## src/sv/assert_macros.svh

```systemverilog
// Assertion macros used by the top-level RTL file.
`ifndef ASSERT_MACROS_SVH
`define ASSERT_MACROS_SVH
// Implication checked at every rising clock edge outside reset.
`define ASSERT_IMP(label, clk, rstn, ante, cons) \
  label: assert property (@(posedge clk) disable iff (!rstn) (ante) |-> (cons)) \
    else $error("assertion failed");
// Next-cycle implication checked outside reset.
`define ASSERT_NXT(label, clk, rstn, ante, cons) \
  label: assert property (@(posedge clk) disable iff (!rstn) (ante) |=> (cons)) \
    else $error("assertion failed");
`endif

```

## src/sv/clwa_pkg.sv

```systemverilog
// Package with types and constants of the load average unit.
`timescale 1ns / 1ps
`default_nettype none
package clwa_pkg;
  localparam int unsigned CntW = 64;
  localparam int unsigned FreqW = 22;
  localparam int unsigned LoadW = 7;
  localparam int unsigned WinW = 32;
  localparam logic [FreqW-1:0] MaxFreqReset = 22'd1500000;
  localparam logic [LoadW-1:0] PctFull = 7'd100;
  localparam int unsigned QueueDepth = 2;

  typedef enum logic [1:0] {
    REQ_FREQ = 2'd0,
    REQ_REPORT = 2'd1,
    REQ_ONLINE = 2'd2,
    REQ_FROZEN = 2'd3
  } req_e;

  typedef struct packed {
    req_e req;
    logic [CntW-1:0] wall;
    logic [CntW-1:0] idle;
    logic [CntW-1:0] iowait;
    logic [FreqW-1:0] freq;
  } item_t;
endpackage
`default_nettype wire

```

## src/sv/cpu_load_weighted_average_unit.sv

```systemverilog
// Top level of the per-core load average unit.
// From input transaction to result valid: a folding event that averages runs three
// passes of the serial divider (busy fraction, frequency scaling, average), one that
// restarts the average skips the last pass, and online, frozen and skipped events use none.
// One event at a time; the next is popped from the queue only after the result is
// taken, while a two-entry queue keeps taking input. Reset: asynchronous active low;
// counters, average, window, frequency clear, max frequency returns to 1500000 kHz.
`timescale 1ns / 1ps
`default_nettype none
module cpu_load_weighted_average_unit (
  input  logic         clk_i,
  input  logic         rst_ni,
  input  logic         s_axis_tvalid,
  output logic         s_axis_tready,
  // tdata: wall_us[63:0], idle_us[127:64], iowait_us[191:128], new_freq_khz[213:192]
  input  logic [215:0] s_axis_tdata,
  // tuser: req_type[1:0]
  input  logic [1:0]   s_axis_tuser,
  output logic         m_axis_tvalid,
  input  logic         m_axis_tready,
  // tdata: avg_load[6:0], window_us[38:7]
  output logic [39:0]  m_axis_tdata,
  input  logic         cfg_valid_i,
  output logic         cfg_ready_o,
  input  logic [21:0]  cfg_data_i
);
  import clwa_pkg::*;
  `include "assert_macros.svh"

  logic [FreqW-1:0] fmax_q;
  item_t in_item, q_item;
  logic q_valid, q_pop;
  logic [LoadW-1:0] avg_load;
  logic [WinW-1:0] window;

  // config register, always writable
  assign cfg_ready_o = 1'b1;
  always_ff @(posedge clk_i or negedge rst_ni) begin
    if (!rst_ni) fmax_q <= MaxFreqReset;
    else if (cfg_valid_i) fmax_q <= cfg_data_i;
  end

  assign in_item.req = req_e'(s_axis_tuser);
  assign in_item.wall = s_axis_tdata[63:0];
  assign in_item.idle = s_axis_tdata[127:64];
  assign in_item.iowait = s_axis_tdata[191:128];
  assign in_item.freq = s_axis_tdata[213:192];

  clwa_front u_front (
    .clk_i, .rst_ni, .in_valid_i(s_axis_tvalid), .in_ready_o(s_axis_tready),
    .in_item_i(in_item), .q_valid_o(q_valid), .q_pop_i(q_pop), .q_item_o(q_item)
  );

  clwa_back u_back (
    .clk_i, .rst_ni, .fmax_i(fmax_q), .q_valid_i(q_valid), .q_pop_o(q_pop),
    .q_item_i(q_item), .out_valid_o(m_axis_tvalid), .out_ready_i(m_axis_tready),
    .avg_load_o(avg_load), .window_o(window)
  );

  assign m_axis_tdata = {1'b0, window, avg_load};

  `ASSERT_IMP(a_load_range, clk_i, rst_ni, m_axis_tvalid, avg_load <= PctFull)
  `ASSERT_NXT(a_out_holds, clk_i, rst_ni, m_axis_tvalid && !m_axis_tready,
              m_axis_tvalid && $stable(m_axis_tdata))
  `ASSERT_IMP(a_pop_valid, clk_i, rst_ni, q_pop, q_valid)
endmodule
`default_nettype wire

```

## src/sv/clwa_divider.sv

```systemverilog
// Restoring divider, one quotient bit per cycle.
`timescale 1ns / 1ps
`default_nettype none
module clwa_divider #(
  parameter int unsigned NumW = 64,
  parameter int unsigned DenW = 33
) (
  input  logic            clk_i,
  input  logic            rst_ni,
  input  logic            start_i,
  input  logic [NumW-1:0] num_i,
  input  logic [DenW-1:0] den_i,
  output logic            done_o,
  output logic [NumW-1:0] quot_o
);
  localparam int unsigned CntW = $clog2(NumW + 1);
  logic [NumW-1:0] quot_q, quot_d;
  logic [DenW:0] rem_q, rem_d;
  logic [DenW-1:0] den_q, den_d;
  logic [CntW-1:0] cnt_q, cnt_d;
  logic busy_q, busy_d, done_q, done_d;
  logic [DenW:0] trial;

  always_comb begin
    quot_d = quot_q;
    rem_d = rem_q;
    den_d = den_q;
    cnt_d = cnt_q;
    busy_d = busy_q;
    done_d = 1'b0;
    trial = {rem_q[DenW-1:0], quot_q[NumW-1]};
    if (start_i) begin
      quot_d = num_i;
      rem_d = '0;
      den_d = den_i;
      cnt_d = CntW'(NumW);
      busy_d = 1'b1;
    end else if (busy_q) begin
      if (trial >= {1'b0, den_q}) begin
        rem_d = trial - {1'b0, den_q};
        quot_d = {quot_q[NumW-2:0], 1'b1};
      end else begin
        rem_d = trial;
        quot_d = {quot_q[NumW-2:0], 1'b0};
      end
      cnt_d = cnt_q - 1'b1;
      if (cnt_q == CntW'(1)) begin
        busy_d = 1'b0;
        done_d = 1'b1;
      end
    end
  end

  always_ff @(posedge clk_i or negedge rst_ni) begin
    if (!rst_ni) begin
      busy_q <= 1'b0;
      done_q <= 1'b0;
      cnt_q <= '0;
    end else begin
      busy_q <= busy_d;
      done_q <= done_d;
      cnt_q <= cnt_d;
    end
  end

  always_ff @(posedge clk_i) begin
    quot_q <= quot_d;
    rem_q <= rem_d;
    den_q <= den_d;
  end

  assign done_o = done_q;
  assign quot_o = quot_q;
endmodule
`default_nettype wire

```

## src/sv/clwa_front.sv

```systemverilog
// Front end: a short item queue.
`timescale 1ns / 1ps
`default_nettype none
module clwa_front (
  input  logic               clk_i,
  input  logic               rst_ni,
  input  logic               in_valid_i,
  output logic               in_ready_o,
  input  clwa_pkg::item_t    in_item_i,
  output logic               q_valid_o,
  input  logic               q_pop_i,
  output clwa_pkg::item_t    q_item_o
);
  import clwa_pkg::*;
  item_t mem_q [QueueDepth];
  logic wr_ptr_q, rd_ptr_q;
  logic [1:0] cnt_q;
  logic push, pop;

  assign in_ready_o = (cnt_q != 2'(QueueDepth));
  assign q_valid_o = (cnt_q != 2'd0);
  assign push = in_valid_i && in_ready_o;
  assign pop = q_pop_i && q_valid_o;
  assign q_item_o = mem_q[rd_ptr_q];

  always_ff @(posedge clk_i or negedge rst_ni) begin
    if (!rst_ni) begin
      wr_ptr_q <= 1'b0;
      rd_ptr_q <= 1'b0;
      cnt_q <= 2'd0;
    end else begin
      if (push) wr_ptr_q <= ~wr_ptr_q;
      if (pop) rd_ptr_q <= ~rd_ptr_q;
      cnt_q <= cnt_q + 2'(push) - 2'(pop);
    end
  end

  always_ff @(posedge clk_i) begin
    if (push) mem_q[wr_ptr_q] <= in_item_i;
  end
endmodule
`default_nettype wire

```

## src/sv/clwa_back.sv

```systemverilog
// Back end: interval fold sequencer over a shared divider.
`timescale 1ns / 1ps
`default_nettype none
module clwa_back (
  input  logic                         clk_i,
  input  logic                         rst_ni,
  input  logic [clwa_pkg::FreqW-1:0]   fmax_i,
  input  logic                         q_valid_i,
  output logic                         q_pop_o,
  input  clwa_pkg::item_t              q_item_i,
  output logic                         out_valid_o,
  input  logic                         out_ready_i,
  output logic [clwa_pkg::LoadW-1:0]   avg_load_o,
  output logic [clwa_pkg::WinW-1:0]    window_o
);
  import clwa_pkg::*;

  typedef enum logic [7:0] {
    S_IDLE  = 8'b00000001,
    S_DELTA = 8'b00000010,
    S_BUSY  = 8'b00000100,
    S_MULF  = 8'b00001000,
    S_SCAL  = 8'b00010000,
    S_MULW  = 8'b00100000,
    S_AVG   = 8'b01000000,
    S_OUT   = 8'b10000000
  } state_e;

  state_e state_q, state_d;
  logic [CntW-1:0] pw_q, pi_q, pio_q;
  logic [LoadW-1:0] avg_q;
  logic [WinW-1:0] win_q;
  logic [FreqW-1:0] cur_q;
  item_t it_q;
  logic [WinW-1:0] dw_q;
  logic [LoadW-1:0] scaled_q;
  logic [63:0] prod_q;
  logic [32:0] den_q;
  logic [LoadW-1:0] res_avg_q;
  logic [WinW-1:0] res_win_q;
  logic out_valid_q;

  logic div_start, div_done;
  logic [63:0] div_num, div_quot;
  logic [32:0] div_den;

  logic [WinW-1:0] dw, di, dio, di_adj;
  logic [32:0] wsum;

  clwa_divider #(.NumW(64), .DenW(33)) u_div (
    .clk_i, .rst_ni, .start_i(div_start), .num_i(div_num), .den_i(div_den),
    .done_o(div_done), .quot_o(div_quot)
  );

  assign dw = WinW'(it_q.wall - pw_q);
  assign di = WinW'(it_q.idle - pi_q);
  assign dio = WinW'(it_q.iowait - pio_q);
  assign di_adj = (di >= dio) ? di - dio : di;
  assign wsum = {1'b0, win_q} + {1'b0, dw_q};

  always_comb begin
    state_d = state_q;
    div_start = 1'b0;
    div_num = prod_q;
    div_den = den_q;
    q_pop_o = 1'b0;
    unique case (state_q)
      S_IDLE: if (q_valid_i && !out_valid_q) begin
        q_pop_o = 1'b1;
        state_d = S_DELTA;
      end
      S_DELTA: begin
        if (it_q.req == REQ_FREQ || it_q.req == REQ_REPORT) begin
          if (dw == '0 || dw < di_adj) state_d = S_OUT;
          else begin
            div_start = 1'b1;
            div_num = 64'(dw - di_adj) * 64'(PctFull);
            div_den = {1'b0, dw};
            state_d = S_BUSY;
          end
        end else state_d = S_OUT;
      end
      S_BUSY: if (div_done) state_d = S_MULF;
      S_MULF: begin
        div_start = 1'b1;
        div_num = 64'(div_quot[LoadW-1:0]) * 64'(cur_q);
        div_den = 33'((fmax_i == '0) ? FreqW'(1) : fmax_i);
        state_d = S_SCAL;
      end
      S_SCAL: if (div_done) state_d = S_MULW;
      S_MULW: begin
        if (avg_q == '0) state_d = S_OUT;
        else begin
          div_start = 1'b1;
          div_num = 64'(avg_q) * 64'(win_q) + 64'(scaled_q) * 64'(dw_q);
          div_den = wsum;
          state_d = S_AVG;
        end
      end
      S_AVG: if (div_done) state_d = S_OUT;
      S_OUT: state_d = S_IDLE;
      default: state_d = S_IDLE;
    endcase
  end

  always_ff @(posedge clk_i or negedge rst_ni) begin
    if (!rst_ni) begin
      state_q <= S_IDLE;
      pw_q <= '0; pi_q <= '0; pio_q <= '0;
      avg_q <= '0; win_q <= '0; cur_q <= '0;
      out_valid_q <= 1'b0;
    end else begin
      state_q <= state_d;
      if (out_valid_q && out_ready_i) out_valid_q <= 1'b0;
      if (state_q == S_DELTA && (it_q.req == REQ_FREQ || it_q.req == REQ_REPORT)) begin
        pw_q <= it_q.wall; pi_q <= it_q.idle; pio_q <= it_q.iowait;
      end
      if (state_q == S_MULW && avg_q == '0) begin
        avg_q <= scaled_q;
        win_q <= dw_q;
      end
      if (state_q == S_AVG && div_done) begin
        avg_q <= (div_quot > 64'(PctFull)) ? PctFull : div_quot[LoadW-1:0];
        win_q <= wsum[32] ? '1 : wsum[WinW-1:0];
      end
      if (state_q == S_OUT) begin
        out_valid_q <= 1'b1;
        unique case (it_q.req)
          REQ_FREQ: cur_q <= it_q.freq;
          REQ_REPORT: avg_q <= '0;
          REQ_ONLINE: begin
            if (cur_q == '0) cur_q <= it_q.freq;
            avg_q <= '0;
          end
          default: avg_q <= '0;
        endcase
      end
    end
  end

  always_ff @(posedge clk_i) begin
    if (q_pop_o) it_q <= q_item_i;
    if (state_q == S_DELTA) dw_q <= dw;
    if (state_q == S_BUSY && div_done) prod_q <= div_quot;
    if (state_q == S_MULF) den_q <= div_den;
    if (state_q == S_SCAL && div_done)
      scaled_q <= (div_quot > 64'(PctFull)) ? PctFull : div_quot[LoadW-1:0];
    if (state_q == S_OUT) begin
      res_avg_q <= avg_q;
      res_win_q <= win_q;
    end
  end

  assign out_valid_o = out_valid_q;
  assign avg_load_o = res_avg_q;
  assign window_o = res_win_q;
endmodule
`default_nettype wire

```

## config.mk

```make
export PLATFORM = sky130hd
export DESIGN_NAME = cpu_load_weighted_average_unit
export DESIGN_NICKNAME = d
export VERILOG_FILES = /design/src/sv/clwa_pkg.sv /design/src/sv/cpu_load_weighted_average_unit.sv /design/src/sv/clwa_divider.sv /design/src/sv/clwa_front.sv /design/src/sv/clwa_back.sv
export VERILOG_INCLUDE_DIRS = /design/src /design/src/sv
export SDC_FILE = /design/constraint.sdc
export NUM_CORES = 2
export LEC_CHECK = 0
export BUFFER_PORTS_ARGS = -buffer_cell sky130_fd_sc_hd__buf_2
export CAP_MARGIN = 25
export CORE_UTILIZATION = 45
export CTS_CLUSTER_SIZE = 10
export DETAILED_ROUTE_END_ITERATION = 16
export HOLD_SLACK_MARGIN = 0.06
export PLACE_DENSITY_LB_ADDON = 0.05
export SETUP_SLACK_MARGIN = 0.2
export SKIP_CTS_REPAIR_TIMING = 1
export SYNTH_ARGS = -nofsm -noshare
export SYNTH_HDL_FRONTEND = slang
export SYNTH_SLANG_ARGS = --single-unit
```

## constraint.sdc

```tcl
create_clock -name clk_i -period 11.2 [get_ports clk_i]
set_input_delay 1.12 -clock clk_i [delete_from_list [all_inputs] [get_ports clk_i]]
set_output_delay 1.12 -clock clk_i [all_outputs]
set_load 0.02 [all_outputs]
```

## Word level (Yosys, flattened, before mapping)

Memories as Yosys holds them, arrays and structs flattened. A register that Yosys moved wholly into a read port is not among the register bits.
Index checks and enable logic that the tools add are counted.

| word-level totals | value |
|---|---|
| flip-flop bits (word level) | 506 |
| bits in writable memories | 432 |
| input bits | 245 |
| output and inout bits | 43 |
| logic and storage cells | 137 |
| memories kept | 1 |

Memory list:

| name | words | bits a word | rd ports | clocked after memory_dff | wr ports | line | source |
|---|---|---|---|---|---|---|---|
| u_front.mem_q | 2 | 216 | 1 | 1 | 1 | clwa_front.sv:15 | `item_t mem_q [QueueDepth];` |

| cells by class | value |
|---|---|
| add/sub/neg operators | 11 |
| multipliers | 4 |
| order comparisons | 4 |
| equal/unequal tests | 17 |
| muxes and demuxes | 50 |
| bitwise gates (word level) | 2 |
| reduce and logical (&&, ||, !) cells | 24 |

Operator list:

| operator | count |
|---|---|
| $mux W64 | 5 |
| $pmux W64 S3 | 1 |
| $mux W33 | 4 |
| $mux W32 | 4 |
| $sub A32 B32 Y32 | 4 |
| $pmux W33 S3 | 1 |
| $mul A7 B32 Y39 | 2 |
| $gt A64 B7 Y1 const B | 1 |
| $mul A64 B5 Y62 const B | 1 |
| $mux W8 | 7 |
| $pmux W8 S7 | 1 |
| $mux W7 | 7 |
| $logic_not A22 Y1 | 2 |
| $mux W22 | 2 |
| $pmux W22 S2 | 1 |
| $add A39 B39 Y40 | 1 |
| $ge A34 B33 Y1 | 1 |
| $add A32 B32 Y33 | 1 |
| $sub A32 B32 Y33 | 1 |
| $sub A33 B33 Y33 | 1 |
| $ge A32 B32 Y1 | 1 |
| $logic_not A32 Y1 | 1 |
| $lt A32 B32 Y1 | 1 |
| $mul A7 B22 Y29 | 1 |
| 27 further kinds | 60 |

## Logic depth before layout (Yosys ltp)

| depth | value |
|---|---|
| depth after elaboration | 9 |
| depth in mapped cells | 56 |
| depth with buffers taken out | 53 |

## By module

From an unflattened synthesis, not the netlist that was laid out.

| unflattened totals | value |
|---|---|
| cell total of the unflattened synthesis | 6547 |
| area, all modules | 72904.9 µm² |

By module, submodules not included:

| module | times used | cells each | area an instance (µm²) | sequential area each (µm²) |
|---|---|---|---|---|
| clwa_back | 1 | 5121 | 48695.5 | 13013.7 |
| clwa_front | 1 | 694 | 15896.5 | 13072.5 |
| clwa_divider | 1 | 682 | 7457.2 | 3798.6 |
| cpu_load_weighted_average_unit | 1 | 50 | 855.8 | 563.0 |

## Worst setup path before layout

No wires, ideal clock.

| timing path | value |
|---|---|
| path kind | register -> register |
| from | register, netlist name u_back.it_q[22] |
| to | register u_back.u_div.quot_q[43], in the netlist u_back.u_div.quot_o[43] (data pin) |
| library setup time | 0.146 ns |
| data arrival time | 11.061 ns |
| data required time | 11.054 ns |
| path slack | -0.008 ns |
| cell stages (with the launch flop) | 53 |
| buffers on the path | 3 |
| clock period less this slack | 11.208 ns |
| path through | edfxtp_1 -> inv_1 -> ha_1 -> inv_1 -> fa_1 -> a21o_1 -> a21oi_1 -> o21ai_0 -> a221o_1 -> a21oi_1 -> o31ai_1 -> or4_1 -> a311o_1 -> a21o_1 -> a21oi_1 -> xor2_1 -> ha_1 -> nand3_1 -> (+17 left out) -> a21o_1 -> xor2_1 -> ha_1 -> ha_1 -> inv_1 -> fa_1 -> inv_1 -> ha_1 -> a21o_1 -> a211oi_1 -> a21boi_0 -> o32ai_1 -> a21oi_1 -> nor2b_1 -> a311o_1 -> a31o_2 -> clkbuf_1 -> a21oi_1 |

| on the way | value |
|---|---|
| longest elaborated chain between the ends | 9 |
| elaborated cells between the ends (all ways) | 15 |
| classes of those cells | add/sub: 3; mul: 1; order compare: 2; mux: 8; reduce/logical: 1 |

RTL lines:

| element | line | source |
|---|---|---|
| $sub A32 B32 Y32 * | clwa_back.sv:57 | `assign dio = WinW'(it_q.iowait - pio_q);` |
| $sub A32 B32 Y32 / $ge A32 B32 Y1 (equally long branches) | clwa_back.sv:58 | `assign di_adj = (di >= dio) ? di - dio : di;` |
| $mux W32 * | clwa_back.sv:58 |  |
| $sub A32 B32 Y33 / $lt A32 B32 Y1 (equally long branches) | clwa_back.sv:77, clwa_back.sv:74 |  |
| $mul A64 B5 Y62 / $logic_or A1 B1 Y1 (equally long branches) | clwa_back.sv:77, clwa_back.sv:74 |  |
| $mux W64 / $mux W1 (equally long branches) | clwa_back.sv:74 | `if (dw == '0 \|\| dw < di_adj) state_d = S_OUT;` |
| $mux W64 / $mux W1 (equally long branches) | clwa_back.sv:73 | `if (it_q.req == REQ_FREQ \|\| it_q.req == REQ_REPORT) begin` |
| $pmux W64 S3 / $pmux W1 S3 (equally long branches) | clwa_back.sv:67 | `unique case (state_q)` |
| $mux W64 * | clwa_divider.sv:32 | `if (start_i) begin` |
| named net u_back.u_div.quot_d[43] | clwa_divider.sv:17 | `logic [NumW-1:0] quot_q, quot_d;` |
| to (signal assigned) | clwa_divider.sv:67 | `quot_q <= quot_d;` |
| to (decl) | clwa_divider.sv:17 |  |

Mark *: on every way through the listed nets, which the timed path passes. The rest lies on a longest branch.
A chain may end at the register's enable or synchronous reset.

## Worst setup path in the final report

| timing path | value |
|---|---|
| from | register, netlist name u_back.it_q[22] |
| to | register u_back.u_div.quot_q[41], in the netlist u_back.u_div.quot_o[41] (data pin) |

| on the way | value |
|---|---|
| longest elaborated chain between the ends | 9 |
| elaborated cells between the ends (all ways) | 15 |
| classes of those cells | add/sub: 3; mul: 1; order compare: 2; mux: 8; reduce/logical: 1 |

RTL lines:

| element | line |
|---|---|
| $sub A32 B32 Y32 * | clwa_back.sv:57 |
| $sub A32 B32 Y32 / $ge A32 B32 Y1 (equally long branches) | clwa_back.sv:58 |
| $mux W32 * | clwa_back.sv:58 |
| $sub A32 B32 Y33 / $lt A32 B32 Y1 (equally long branches) | clwa_back.sv:77, clwa_back.sv:74 |
| $mul A64 B5 Y62 / $logic_or A1 B1 Y1 (equally long branches) | clwa_back.sv:77, clwa_back.sv:74 |
| $mux W64 / $mux W1 (equally long branches) | clwa_back.sv:74 |
| $mux W64 / $mux W1 (equally long branches) | clwa_back.sv:73 |
| $pmux W64 S3 / $pmux W1 S3 (equally long branches) | clwa_back.sv:67 |
| $mux W64 * | clwa_divider.sv:32 |
| named net u_back.u_div.quot_d[41] | clwa_divider.sv:17 |

Marked as above.

==> results.txt <==
Synth async-reset ratio: 0.2500
Reg clk slew, reported paths: 60 ps
Largest net degree at the start of global routing: 127
Library cells used by synthesis: 90
Crit-path max cell delay: 550 ps
R2R Path End: u_back.u_div.quot_o[41]
Wirelength per Cell: 21.07 um
Routability cong.: 0.9064
Worst-margin pin slew: 1235 ps
Pre-Repair DR Iteration Count: 8
Worst hold path class: in -> async
Cell Rows: 137
Initial drt markers: 3405
Antenna violations before repair: 10
Core Area: 0.1397 mm^2
Placed cell area: 0.06892 mm^2
Synth area leaders: edfxtp_1, fa_1, ha_1
Via count: 47390
Drt via density: 5.508
Total Routing Usage GR: 0.2555
Startpoint types: register
Post-synth top area share: 0.2698
Synthesized Nets: 7386
Final instance area: 0.07313 mm^2
Crit share post-route: 0.9746
Tmin final: 10920 ps
Highest Clock Rate: 0.09161 GHz
Area growth syn-to-layout: 15.25%
Layout Skew: 27.74 ps
Slack of the critical path: 284.7 ps
R2R Path Start: u_back.it_q[22]
CP Class: reg -> reg
Worst Setup End Kind: register
Die width: 377.5 um
Inserted Clock Buffers: 99
Nets: 7850
Final Slew Violations: 0
YS warnings: 0
# Max-Cap Violations: 0
Main flop type after synthesis: edfxtp_1
Post-Syn Instances: 6176
Clock tree buffer depth: 3
CP max FO: 6
I/O Buffers: 187
Crit path from: u_back.it_q[22]
Synthesis-stage register bit count: 804
Post-Syn Area: 0.06345 mm^2
Post-route antenna net violation count: 0
Setup crit end: u_back.u_div.quot_o[41]
Die height: 377.5 um
FF-to-FF setup slack: 280 ps
First-pass GRT wire length: 279200 um
IO Pins: 288
Most frequent CP cell: a21oi_2
Mapped Avg Cell Area: 10.27 um^2
# H-tree levels: 3
Yosys top cell by area: edfxtp_1
Sequential share of the synthesized area: 0.3597
CTS tree: built
Crit path max-delay cell type: fa_2
Vias in the first global route: 47550
Status: finished, final reports clean
Number of synthesized flops with an enable pin: 570
Final setup vio count: 0
Starting Density: 0.4542
Share of layout cells above drive strength 1: 0.1637
Full die area: 0.1425 mm^2
Slew Limit Headroom: 0.1703
Detailed-route wire length: 181300 um
Placement Setup Slack: -537.6 ps
Critical Path AT: 11490 ps
R2R cell count: 49
HPWL after DPL: 136900 um
GR Overflow Total: 0
Clock sinks: 804
RSZ-0062 raised after global routing: true
Clock latency on the worst-skew pair: 730 ps
Hold violation total from the final report: 0
Clk root buf: clkbuf_16
Critical Path RT: 11780 ps
Drc violations: 0
Final hold slack: 406.8 ps
metal layers:
| metal | share of wire | wire length [um] | GRT usage | vias up |
|---|---|---|---|---|
| met3 | 0.051 | 9192 | 0.02923 | 257 |
| li1 | - | - | - | 22410 |
| met4 | 0.030 | 5391 | 0.07908 | 0 |
| met1 | 0.44 | 78880 | 0.3427 | 23520 |
| met2 | 0.48 | 87790 | 0.4316 | 1211 |
| met5 | 0 | 0 | 0 | - |
cell families after synthesis:
logic type / share of synthesized area
DFF: 0.3597
muxes: 0.03707
other: 0.0001184
and+or+nand+nor: 0.1297
xor gates and xnor gates: 0.03906
adders and majority gates: 0.2503
buffers and inverters: 0.05291
AOI/OAI and AO/OA: 0.1312
per-stage QoR:
stage          cells  TNS [ps]    util
2_1_floorplan   6176         0       -
4_1_cts         8575    -13740  0.5160
6_report        8604         0  0.5235
3_5_place_dp    8388    -12130  0.4933
5_1_grt         8602     -1641  0.5234
3_3_place_gp    8386    -10020  0.4931
worst min-delay path by stage:
stage                           endpoint  slack [ps]       startpoint  depth (start not counted)
floorplan           u_back.avg_load_o[2]         420  u_back.avg_q[2]                          0
global placement        u_back.cur_q[10]         460  u_back.it_q[10]                          1
detailed placement      u_back.cur_q[20]         470  u_back.it_q[20]                          1
CTS                            fmax_q[1]         410           rst_ni                          1
global route                  fmax_q[10]         460           rst_ni                          1
finish                        fmax_q[10]         410           rst_ni                          1
flip-flops by register name, summed over array words and instances (netlist names), 8 cells and up:
name	flops
fmax_q	22
u_back.cur_q	22
u_back.den_q	33
u_back.dw_q	32
u_back.it_q	120
u_back.pi_q	32
u_back.pio_q	32
u_back.pw_q	32
u_back.state_q	8
u_back.u_div.den_q	33
u_back.u_div.quot_o	64
u_back.u_div.rem_q	33
u_back.win_q	32
u_back.window_o	32
u_front.mem_q	240
synthesized netlist by cell type (all sizes together), types with 40 or more instances:
| cell | count |
|---|---|
| a21oi | 345 |
| clkbuf | 190 |
| o21bai | 45 |
| a211oi | 88 |
| mux2i | 46 |
| mux2 | 168 |
| a21o | 142 |
| and3 | 40 |
| dfrtp | 190 |
| nand4 | 41 |
| o21a | 44 |
| fa | 507 |
| inv | 650 |
| xor2 | 108 |
| o21ai | 292 |
| nand2 | 727 |
| a31oi | 59 |
| nand2b | 49 |
| nor2 | 294 |
| nand3 | 76 |
| edfxtp | 570 |
| buf | 40 |
| nor3 | 84 |
| nor4 | 46 |
| xnor2 | 175 |
| ha | 458 |
| and2 | 245 |
cells in the final DEF, fill, tap and decap left out, drive strengths merged, types with 142 or more instances in the layout:
cell | Yosys | final
a21o | 142 | 142
edfxtp | 570 | 570
dfrtp | 190 | 190
nor2 | 294 | 294
xnor2 | 175 | 175
o21ai | 292 | 292
clkbuf | 190 | 158
fa | 507 | 507
a21oi | 345 | 345
and2 | 245 | 245
inv | 650 | 654
ha | 458 | 458
mux2 | 168 | 168
nand2 | 727 | 727
buf | 40 | 592
final cells by class:
| cell class | count | area (um^2) |
|---|---|---|
| timing repair buffer | 592 | 4104 |
| sequential | 804 | 22830 |
| multi-input combinational | 4491 | 38230 |
| fill | 12730 | 66570 |
| clock buffer | 158 | 2739 |
| antenna | 2 | 5.005 |
| clock inverter | 29 | 422.9 |
| inverter | 652 | 2450 |
| tap | 1876 | 2347 |
critical path, delay by kind of cell, from the launching register on:
| family | cells | cell delay (ps) |
|---|---|---|
| compound gates | 26 | 5550 |
| xor+xnor | 2 | 370 |
| fa+ha+maj | 9 | 2400 |
| buf+inv | 6 | 740 |
| flops | 1 | 370 |
| mux | 1 | 290 |
| simple gates | 5 | 980 |
Power is left out: the tool's default activity adds up to more than one toggle a clock period on the data nets, which glitch-free logic cannot reach.
